<file path="src/hw/rtl/ptd_pkg.sv">
// shared constants, codes and controller/datapath types
// for the trial division primality block, no dependencies
package ptd_pkg;

	localparam int unsigned VALUE_WIDTH_DEF = 32;

	localparam logic ACT_TEST = 1'b0;
	localparam logic ACT_NEXT = 1'b1;

	localparam logic [1:0] CAND_N    = 2'd0;
	localparam logic [1:0] CAND_N1   = 2'd1;
	localparam logic [1:0] CAND_N2   = 2'd2;
	localparam logic [1:0] CAND_ADD2 = 2'd3;

	localparam logic [2:0] RES_NOTPRIME = 3'd0;
	localparam logic [2:0] RES_PRIME    = 3'd1;
	localparam logic [2:0] RES_TWO      = 3'd2;
	localparam logic [2:0] RES_OVF      = 3'd3;
	localparam logic [2:0] RES_CAND     = 3'd4;

	typedef struct packed {
		logic       load;
		logic       cand_load;
		logic [1:0] cand_sel;
		logic       d_init;
		logic       d_add2;
		logic       div_start;
		logic       div_step;
		logic       res_set;
		logic [2:0] res_kind;
		logic       out_load;
	} ptd_cmd_t;

	typedef struct packed {
		logic act;
		logic lt2;
		logic eq2;
		logic even;
		logic n_max;
		logic c_max;
		logic div_last;
		logic d_gt_q;
		logic rem_zero;
		logic out_free;
	} ptd_status_t;

endpackage

</file>
<file path="src/hw/rtl/ptd_in_if.sv">
// input channel of the trial division primality block
// depends on ptd_pkg for the default width
interface ptd_in_if #(
	parameter int unsigned W = ptd_pkg::VALUE_WIDTH_DEF
);
	logic         valid;
	logic         ready;
	logic         action;
	logic [W-1:0] value;

	modport source (output valid, output action, output value, input ready);
	modport sink (input valid, input action, input value, output ready);
endinterface

</file>
<file path="src/hw/rtl/ptd_out_if.sv">
// output channel of the trial division primality block
// depends on ptd_pkg for the default width
interface ptd_out_if #(
	parameter int unsigned W = ptd_pkg::VALUE_WIDTH_DEF
);
	logic         valid;
	logic         ready;
	logic         is_prime;
	logic [W-1:0] next_prime;
	logic         overflow;

	modport source (output valid, output is_prime, output next_prime, output overflow,
		input ready);
	modport sink (input valid, input is_prime, input next_prime, input overflow,
		output ready);
endinterface

</file>
<file path="src/hw/rtl/prime_test_trial_division.sv">
// Trial division primality block: one item at a time. An odd operand above 2 is divided by
// 3, 5, 7, ... with a single shared restoring divider that produces one quotient bit per
// cycle; the test stops at the first exact divisor or once the divisor exceeds the quotient.
// A test tries at most about sqrt(value) / 2 trial divisors. In a test, values below 3 and
// even values are settled without any division. A next-prime search repeats the test on
// each odd candidate, so its time is the sum over the candidates tried. The result sits in
// an output register, and the next item is taken as soon as the result has moved there.
module prime_test_trial_division #(
	parameter int unsigned VALUE_WIDTH = ptd_pkg::VALUE_WIDTH_DEF
) (
	input logic       clk,
	input logic       arst_n,
	ptd_in_if.sink    query,
	ptd_out_if.source answer
);
	import ptd_pkg::*;

	ptd_cmd_t    cmd;
	ptd_status_t st;

	ptd_ctrl u_ctrl (
		.clk      (clk),
		.arst_n   (arst_n),
		.in_valid (query.valid),
		.in_ready (query.ready),
		.st       (st),
		.cmd      (cmd)
	);

	ptd_datapath #(
		.W (VALUE_WIDTH)
	) u_datapath (
		.clk        (clk),
		.arst_n     (arst_n),
		.cmd        (cmd),
		.st         (st),
		.action     (query.action),
		.value      (query.value),
		.out_valid  (answer.valid),
		.out_ready  (answer.ready),
		.is_prime   (answer.is_prime),
		.next_prime (answer.next_prime),
		.overflow   (answer.overflow)
	);

endmodule

</file>
<file path="src/hw/rtl/ptd_datapath.sv">
// operand, candidate and divisor registers, restoring divider and result stage
// depends on ptd_pkg
module ptd_datapath #(
	parameter int unsigned W = ptd_pkg::VALUE_WIDTH_DEF
) (
	input  logic               clk,
	input  logic               arst_n,
	input  ptd_pkg::ptd_cmd_t  cmd,
	output ptd_pkg::ptd_status_t st,
	input  logic               action,
	input  logic [W-1:0]       value,
	output logic               out_valid,
	input  logic               out_ready,
	output logic               is_prime,
	output logic [W-1:0]       next_prime,
	output logic               overflow
);
	import ptd_pkg::*;

	localparam int unsigned CNT_W = $clog2(W);

	logic             act_q;
	logic [W-1:0]     n_q;
	logic [W-1:0]     c_q;
	logic [W-1:0]     d_q;
	logic [W-1:0]     rem_q;
	logic [W-1:0]     quo_q;
	logic [CNT_W-1:0] cnt_q;
	logic             res_prime_q;
	logic [W-1:0]     res_next_q;
	logic             res_ovf_q;
	logic             out_valid_q;
	logic             out_prime_q;
	logic [W-1:0]     out_next_q;
	logic             out_ovf_q;
	logic [W:0]       trial;
	logic [W:0]       diff;
	logic [W-1:0]     cand_nxt;

	assign trial = {rem_q, quo_q[W-1]};
	assign diff  = trial - {1'b0, d_q};

	always_comb begin
		case (cmd.cand_sel)
			CAND_N:  cand_nxt = n_q;
			CAND_N1: cand_nxt = n_q + W'(1);
			CAND_N2: cand_nxt = n_q + W'(2);
			default: cand_nxt = c_q + W'(2);
		endcase
	end

	always_ff @(posedge clk) begin
		if (cmd.load) begin
			act_q <= action;
			n_q   <= value;
		end
		if (cmd.cand_load) begin
			c_q <= cand_nxt;
		end
		if (cmd.d_init) begin
			d_q <= W'(3);
		end else if (cmd.d_add2) begin
			d_q <= d_q + W'(2);
		end
		if (cmd.div_start) begin
			rem_q <= '0;
			quo_q <= c_q;
			cnt_q <= '0;
		end else if (cmd.div_step) begin
			cnt_q <= cnt_q + CNT_W'(1);
			if (!diff[W]) begin
				rem_q <= diff[W-1:0];
				quo_q <= {quo_q[W-2:0], 1'b1};
			end else begin
				rem_q <= trial[W-1:0];
				quo_q <= {quo_q[W-2:0], 1'b0};
			end
		end
		if (cmd.res_set) begin
			res_prime_q <= (cmd.res_kind == RES_PRIME);
			res_ovf_q   <= (cmd.res_kind == RES_OVF);
			case (cmd.res_kind)
				RES_TWO:  res_next_q <= W'(2);
				RES_CAND: res_next_q <= c_q;
				default:  res_next_q <= '0;
			endcase
		end
		if (cmd.out_load) begin
			out_prime_q <= res_prime_q;
			out_next_q  <= res_next_q;
			out_ovf_q   <= res_ovf_q;
		end
	end

	always_ff @(posedge clk or negedge arst_n) begin
		if (!arst_n) begin
			out_valid_q <= 1'b0;
		end else if (cmd.out_load) begin
			out_valid_q <= 1'b1;
		end else if (out_ready) begin
			out_valid_q <= 1'b0;
		end
	end

	assign st.act      = act_q;
	assign st.lt2      = (n_q[W-1:1] == '0);
	assign st.eq2      = (n_q == W'(2));
	assign st.even     = !n_q[0];
	assign st.n_max    = &n_q;
	assign st.c_max    = &c_q[W-1:1];
	assign st.div_last = (cnt_q == CNT_W'(W - 1));
	assign st.d_gt_q   = (d_q > quo_q);
	assign st.rem_zero = (rem_q == '0);
	assign st.out_free = !out_valid_q || out_ready;

	assign out_valid  = out_valid_q;
	assign is_prime   = out_prime_q;
	assign next_prime = out_next_q;
	assign overflow   = out_ovf_q;

endmodule

</file>
<file path="src/hw/rtl/ptd_ctrl.sv">
// sequencing state machine for the trial division primality block
// depends on ptd_pkg
module ptd_ctrl (
	input  logic                 clk,
	input  logic                 arst_n,
	input  logic                 in_valid,
	output logic                 in_ready,
	input  ptd_pkg::ptd_status_t st,
	output ptd_pkg::ptd_cmd_t    cmd
);
	import ptd_pkg::*;

	localparam logic [2:0] S_IDLE     = 3'd0;
	localparam logic [2:0] S_CLASSIFY = 3'd1;
	localparam logic [2:0] S_DIV_INIT = 3'd2;
	localparam logic [2:0] S_DIV_RUN  = 3'd3;
	localparam logic [2:0] S_EVAL     = 3'd4;
	localparam logic [2:0] S_DONE     = 3'd5;

	logic [2:0] state_q;
	logic [2:0] state_nxt;

	always_comb begin
		cmd       = '0;
		state_nxt = state_q;
		in_ready  = 1'b0;
		case (state_q)
			S_IDLE: begin
				in_ready = 1'b1;
				if (in_valid) begin
					cmd.load  = 1'b1;
					state_nxt = S_CLASSIFY;
				end
			end
			S_CLASSIFY: begin
				cmd.d_init = 1'b1;
				if (st.act == ACT_TEST) begin
					if (st.lt2 || (st.even && !st.eq2)) begin
						cmd.res_set  = 1'b1;
						cmd.res_kind = RES_NOTPRIME;
						state_nxt    = S_DONE;
					end else if (st.eq2) begin
						cmd.res_set  = 1'b1;
						cmd.res_kind = RES_PRIME;
						state_nxt    = S_DONE;
					end else begin
						cmd.cand_load = 1'b1;
						cmd.cand_sel  = CAND_N;
						state_nxt     = S_DIV_INIT;
					end
				end else begin
					if (st.lt2) begin
						cmd.res_set  = 1'b1;
						cmd.res_kind = RES_TWO;
						state_nxt    = S_DONE;
					end else if (st.even) begin
						cmd.cand_load = 1'b1;
						cmd.cand_sel  = CAND_N1;
						state_nxt     = S_DIV_INIT;
					end else if (st.n_max) begin
						cmd.res_set  = 1'b1;
						cmd.res_kind = RES_OVF;
						state_nxt    = S_DONE;
					end else begin
						cmd.cand_load = 1'b1;
						cmd.cand_sel  = CAND_N2;
						state_nxt     = S_DIV_INIT;
					end
				end
			end
			S_DIV_INIT: begin
				cmd.div_start = 1'b1;
				state_nxt     = S_DIV_RUN;
			end
			S_DIV_RUN: begin
				cmd.div_step = 1'b1;
				if (st.div_last) begin
					state_nxt = S_EVAL;
				end
			end
			S_EVAL: begin
				if (st.d_gt_q) begin
					cmd.res_set  = 1'b1;
					cmd.res_kind = (st.act == ACT_NEXT) ? RES_CAND : RES_PRIME;
					state_nxt    = S_DONE;
				end else if (st.rem_zero) begin
					if (st.act == ACT_TEST) begin
						cmd.res_set  = 1'b1;
						cmd.res_kind = RES_NOTPRIME;
						state_nxt    = S_DONE;
					end else if (st.c_max) begin
						cmd.res_set  = 1'b1;
						cmd.res_kind = RES_OVF;
						state_nxt    = S_DONE;
					end else begin
						cmd.cand_load = 1'b1;
						cmd.cand_sel  = CAND_ADD2;
						cmd.d_init    = 1'b1;
						state_nxt     = S_DIV_INIT;
					end
				end else begin
					cmd.d_add2 = 1'b1;
					state_nxt  = S_DIV_INIT;
				end
			end
			S_DONE: begin
				if (st.out_free) begin
					cmd.out_load = 1'b1;
					state_nxt    = S_IDLE;
				end
			end
			default: begin
				state_nxt = S_IDLE;
			end
		endcase
	end

	always_ff @(posedge clk or negedge arst_n) begin
		if (!arst_n) begin
			state_q <= S_IDLE;
		end else begin
			state_q <= state_nxt;
		end
	end

endmodule

</file>
<file path="src/flat_wrapper.sv">
// flat-port wrapper written by rule: the top's interface ports become plain ports
module prime_test_trial_division_flat import ptd_pkg::*;
#(
	parameter int unsigned VALUE_WIDTH = ptd_pkg::VALUE_WIDTH_DEF
)
  (clk, arst_n, query_valid, query_action, query_value, query_ready, answer_valid, answer_is_prime, answer_next_prime, answer_overflow, answer_ready);
  ptd_in_if query_i ();
  ptd_out_if answer_i ();
  input logic clk;
  input logic arst_n;
  input wire logic [$bits(query_i.valid)-1:0] query_valid;
  input wire logic [$bits(query_i.action)-1:0] query_action;
  input wire logic [$bits(query_i.value)-1:0] query_value;
  output wire logic [$bits(query_i.ready)-1:0] query_ready;
  output wire logic [$bits(answer_i.valid)-1:0] answer_valid;
  output wire logic [$bits(answer_i.is_prime)-1:0] answer_is_prime;
  output wire logic [$bits(answer_i.next_prime)-1:0] answer_next_prime;
  output wire logic [$bits(answer_i.overflow)-1:0] answer_overflow;
  input wire logic [$bits(answer_i.ready)-1:0] answer_ready;
  assign query_i.valid = query_valid;
  assign query_i.action = query_action;
  assign query_i.value = query_value;
  assign query_ready = query_i.ready;
  assign answer_valid = answer_i.valid;
  assign answer_is_prime = answer_i.is_prime;
  assign answer_next_prime = answer_i.next_prime;
  assign answer_overflow = answer_i.overflow;
  assign answer_i.ready = answer_ready;
  prime_test_trial_division #(.VALUE_WIDTH(VALUE_WIDTH)) u_core (.clk(clk), .arst_n(arst_n), .query(query_i), .answer(answer_i));
endmodule
</file>
<file path="config.mk">
export PLATFORM = sky130hd
export DESIGN_NAME = prime_test_trial_division_flat
export DESIGN_NICKNAME = d
export VERILOG_FILES = /design/src/hw/rtl/ptd_pkg.sv /design/src/hw/rtl/ptd_in_if.sv /design/src/hw/rtl/ptd_out_if.sv /design/src/hw/rtl/prime_test_trial_division.sv /design/src/hw/rtl/ptd_datapath.sv /design/src/hw/rtl/ptd_ctrl.sv /design/src/flat_wrapper.sv
export SDC_FILE = /design/constraint.sdc
export NUM_CORES = 1
export LEC_CHECK = 0
export BUFFER_PORTS_ARGS = -buffer_cell sky130_fd_sc_hd__buf_2
export CORE_MARGIN = 4
export CORE_UTILIZATION = 52
export DETAILED_ROUTE_END_ITERATION = 6
export PLACE_DENSITY = 0.76
export SLEW_MARGIN = 5
export SYNTH_ARGS = -nofsm -noshare
export SYNTH_HDL_FRONTEND = slang
export SYNTH_SLANG_ARGS = --single-unit
</file>
<file path="constraint.sdc">
create_clock -name clk -period 4.95 [get_ports clk]
set_input_delay 0.2475 -clock clk [delete_from_list [all_inputs] [get_ports clk]]
set_output_delay 0.2475 -clock clk [all_outputs]
set_load 0.05 [all_outputs]
</file>
==> impl_metrics.yaml <==
power:
  power_frac_seq: 0.357
  power_mw: 8.79
  power.leakage_nw: 6.03
  power.internal_mw: 5.50
  combinationalPowerShare: 0.393
  p_clk_frac: 0.250
  cellPowerDensity_nw_per_um2: 560
  swShare: 0.375
  vdd_drop_max_v: 0.000381
  switching_power_mw: 3.29
synthesis:
  synth_edf_count: 165
  yosysTopAreaCellShare: 0.363
  ys.flop_type: "edfxtp_1"
  async_flop_share: 0.0169
  ys_seq_elements: 237
  synth_area_per_cell_um2: 9.79
  postSynthCellCount: 1394
  ys_types: 83
  yosys-top-cells-area: "edfxtp_1 (36%), dfxtp_1 (10%), ha_1 (6.2%)"
  ys_seq_area_frac: 0.470
  synth_nets: 1500
  synth_area_leader_cell: "edfxtp_1"
  netlist_area_um2: 13600
  synth_warnings: 0
setup_path:
  critPathCaptureType: "register"
  cpMaxStageDelayCell: "or4_4"
  worstPathArrival_ns: 4.88
  path_cells: "ha_1, nand2_1, or3_4, nor4_4, or3_1, nand2_1, nand2_1, ha_1, and2_2, nand4_4, or4_4, or4_4, mux2i_4, and2_2, o21ai_2, a311oi_1, a311oi_1"
  cpPeakStageDelay_ns: 0.61
  crit_fanout: 7
  worst-path-buf-inv: 0
  crit_family: "simple AND/OR/NAND/NOR gates"
  path_common_cell: "nand2_1"
  crit_type: "reg -> reg"
  critPathLaunchType: "register"
  cp.required_ns: 5.22
clocking:
  cts_max_level: 1
  insertion_delay_ns: 0.53
  cts_setup_buffers: 0
  clock_path_buffers: 3
  cts_num_sinks: 237
  cts_buffers: 26
  clock-root-buffer: "clkbuf_16"
  path_clk_slew_ns: 0.06
  cts_tree: "built"
routing:
  drt_iter0_drc: 1053
  ant_nets: 0
  wl_per_cell_um: 19.3
  vias: 11200
  drt-total-wl_mm: 35.8
  drc: 0
  via_per_inst: 6.06
  drtPass1Iterations: 6
timing:
  hold_ws_ns: 0.0784
  min_period_ns: 4.61
  setup_slack_ns: 0.337
  finalSetupViolCount: 0
  fin_tns_setup_ns: 0
  finalCritPeriodShare: 0.932
  fin_skew_ns: 0.0103
  max_freq_mhz: 217
  relSlewSlack: 0.289
  rsz0062_at_grt: "no"
  tightest_slew_ns: 1.06
  finalMaxSlewViolations: 0
  hold_viol: 0
layout:
  utilization: 0.606
  diodes: 0
  final_net_count: 1604
  final_area_um2: 15700
  final_cells: 1850
  syn_to_final_growth_pct: 15.1
  drive_gt1_frac: 0.120
global_route:
  grt_usage: 0.248
  antenna_found_initial: 0
  grt_max_degree: 42
  grt_pass1_vias: 11100
  grt_pass1_wl_mm: 58.1
  overflow: 0
run_status:
  status: "finished clean"
die:
  start_util: 0.527
  pin_count: 73
  dieArea_um2: 28900
  die_h_um: 170
  num_rows: 59
  die_width_um: 170
  core_area_um2: 25900
worst_hold_path:
  hold_path.class: "in -> reg"
placement:
  pre_cts_ws_ns: 0.266
  dp_cells: 1771
  io_buffers: 72
  hpwl_mm: 25.3
  dpl_cell_area_um2: 14400
  gp_congestion: 0.987
flow_run:
  cap_viol_max_count: 0
## worst register-to-register path, cell delays in order, from the launching register on
cell	delay (ns)
edfxtp_1	0.45
ha_1	0.21
nand2_1	0.07
or3_4	0.42
nor4_4	0.31
or3_1	0.23
nand2_1	0.07
nand2_1	0.07
ha_1	0.21
and2_2	0.21
nand4_4	0.14
or4_4	0.61
or4_4	0.46
mux2i_4	0.20
and2_2	0.27
o21ai_2	0.08
a311oi_1	0.26
a311oi_1	0.08
## final cells by class
class	count	area, µm²
fillers	2100	10200
multi-input cells	1019	6680
flip-flops and latches	237	6420
repair buffers	132	908
clock buffers	29	683
well taps	335	419
inverters	82	308
clock inverters	16	285
## repair_timing
| item | in CTS | in global routing |
|---|---|---|
| hold endpoints to repair | 37 | 0 |
| hold buffers | 34 | 0 |
| endpoints found under the setup margin | 0 | 2 |
| resized for setup | 0 | 1 |
## registers in the layout (all words and copies together) (netlist names), 3 cells and up
signal                        cells
u_core.u_ctrl.state_q             3
u_core.u_datapath.quo_q          32
u_core.u_datapath.c_q            32
u_core.u_datapath.rem_q          32
u_core.u_datapath.res_next_q     32
u_core.u_datapath.d_q            31
u_core.u_datapath.n_q            32
u_core.u_datapath.next_prime     32
u_core.u_datapath.cnt_q           5
## kinds of logic after synthesis
kind of cell             count (synthesis)  share of synthesized area
adder cells (fa/ha/maj)                 69                     0.0638
multiplexers                            47                     0.0362
XOR/XNOR                                72                     0.0468
AND/OR/NAND/NOR                        528                      0.197
flip-flops                             237                      0.470
buffers and inverters                  138                     0.0436
AO/OA/AOI/OAI                          303                      0.142
## layer usage
layer	vias up	global-route usage	share of wire
li1	5352	-	-
met1	5378	0.342	0.44
met2	406	0.409	0.47
met3	82	0.0321	0.066
met4	0	0.0799	0.029
met5	-	0	0
## placed cells by master (no fill, tap or decap), types with 43 or more instances in the layout
cell type | netlist | routed
a21oi_1 | 63 | 62
buf_2 | 9 | 72
dfxtp_1 | 68 | 68
edfxtp_1 | 165 | 165
ha_1 | 68 | 68
inv_1 | 82 | 82
nand2_1 | 159 | 159
nand3_1 | 43 | 43
nor2_1 | 89 | 88
o21ai_0 | 95 | 95
xnor2_1 | 48 | 48
## final timing paths
path                                                        endpoint  cells after the start                                 startpoint  slack, ns
max                              u_core.u_datapath.c_q[31]$_DFFE_PP_                     17         u_core.u_datapath.n_q[0]$_DFFE_PP_       0.34
min                          u_core.u_datapath.out_valid$_DFFE_PN0P_                      3                               answer_ready       0.08
max reg2reg                      u_core.u_datapath.c_q[31]$_DFFE_PP_                     17         u_core.u_datapath.n_q[0]$_DFFE_PP_       0.34
min reg2reg                u_core.u_datapath.next_prime[2]$_DFFE_PP_                      0  u_core.u_datapath.res_next_q[2]$_DFFE_PP_       0.42
max in group asynchronous    u_core.u_datapath.out_valid$_DFFE_PN0P_                      2                                     arst_n       4.70
min in group asynchronous       u_core.u_ctrl.state_q[1]$_DFFE_PN0P_                      2                                     arst_n       0.12
## power by group through the flow
stage	combinational, mW	sequential (mW)	clock (mW)
floorplan	2.55	3.13	0
global placement	3.31	3.14	0
detailed placement	3.39	3.16	0
CTS	3.44	3.12	2.23
global route	3.87	3.19	2.31
finish	3.45	3.14	2.20
## Yosys cell counts, types with 6 or more instances
cell type and number:
edfxtp_1 165, nand2_1 159, o21ai_0 95, nor2_1 89, inv_1 82, dfxtp_1 68, ha_1 68, a21oi_1 63
xnor2_1 48, and2_1 43, nand3_1 43, mux2i_1 40, nor3_1 37, nor4_1 35, clkbuf_1 33, nand4_1 33
a21o_1 31, xor2_1 23, and3_1 21, a211oi_1 17, o211ai_1 13, or3_1 13, a31oi_1 9, buf_2 9
o21a_1 9, and4_1 7, nor2b_1 7, or2_2 7, or4_1 7, buf_6 6, nor3b_1 6, o22ai_1 6
(Power assumes the default switching activity.)
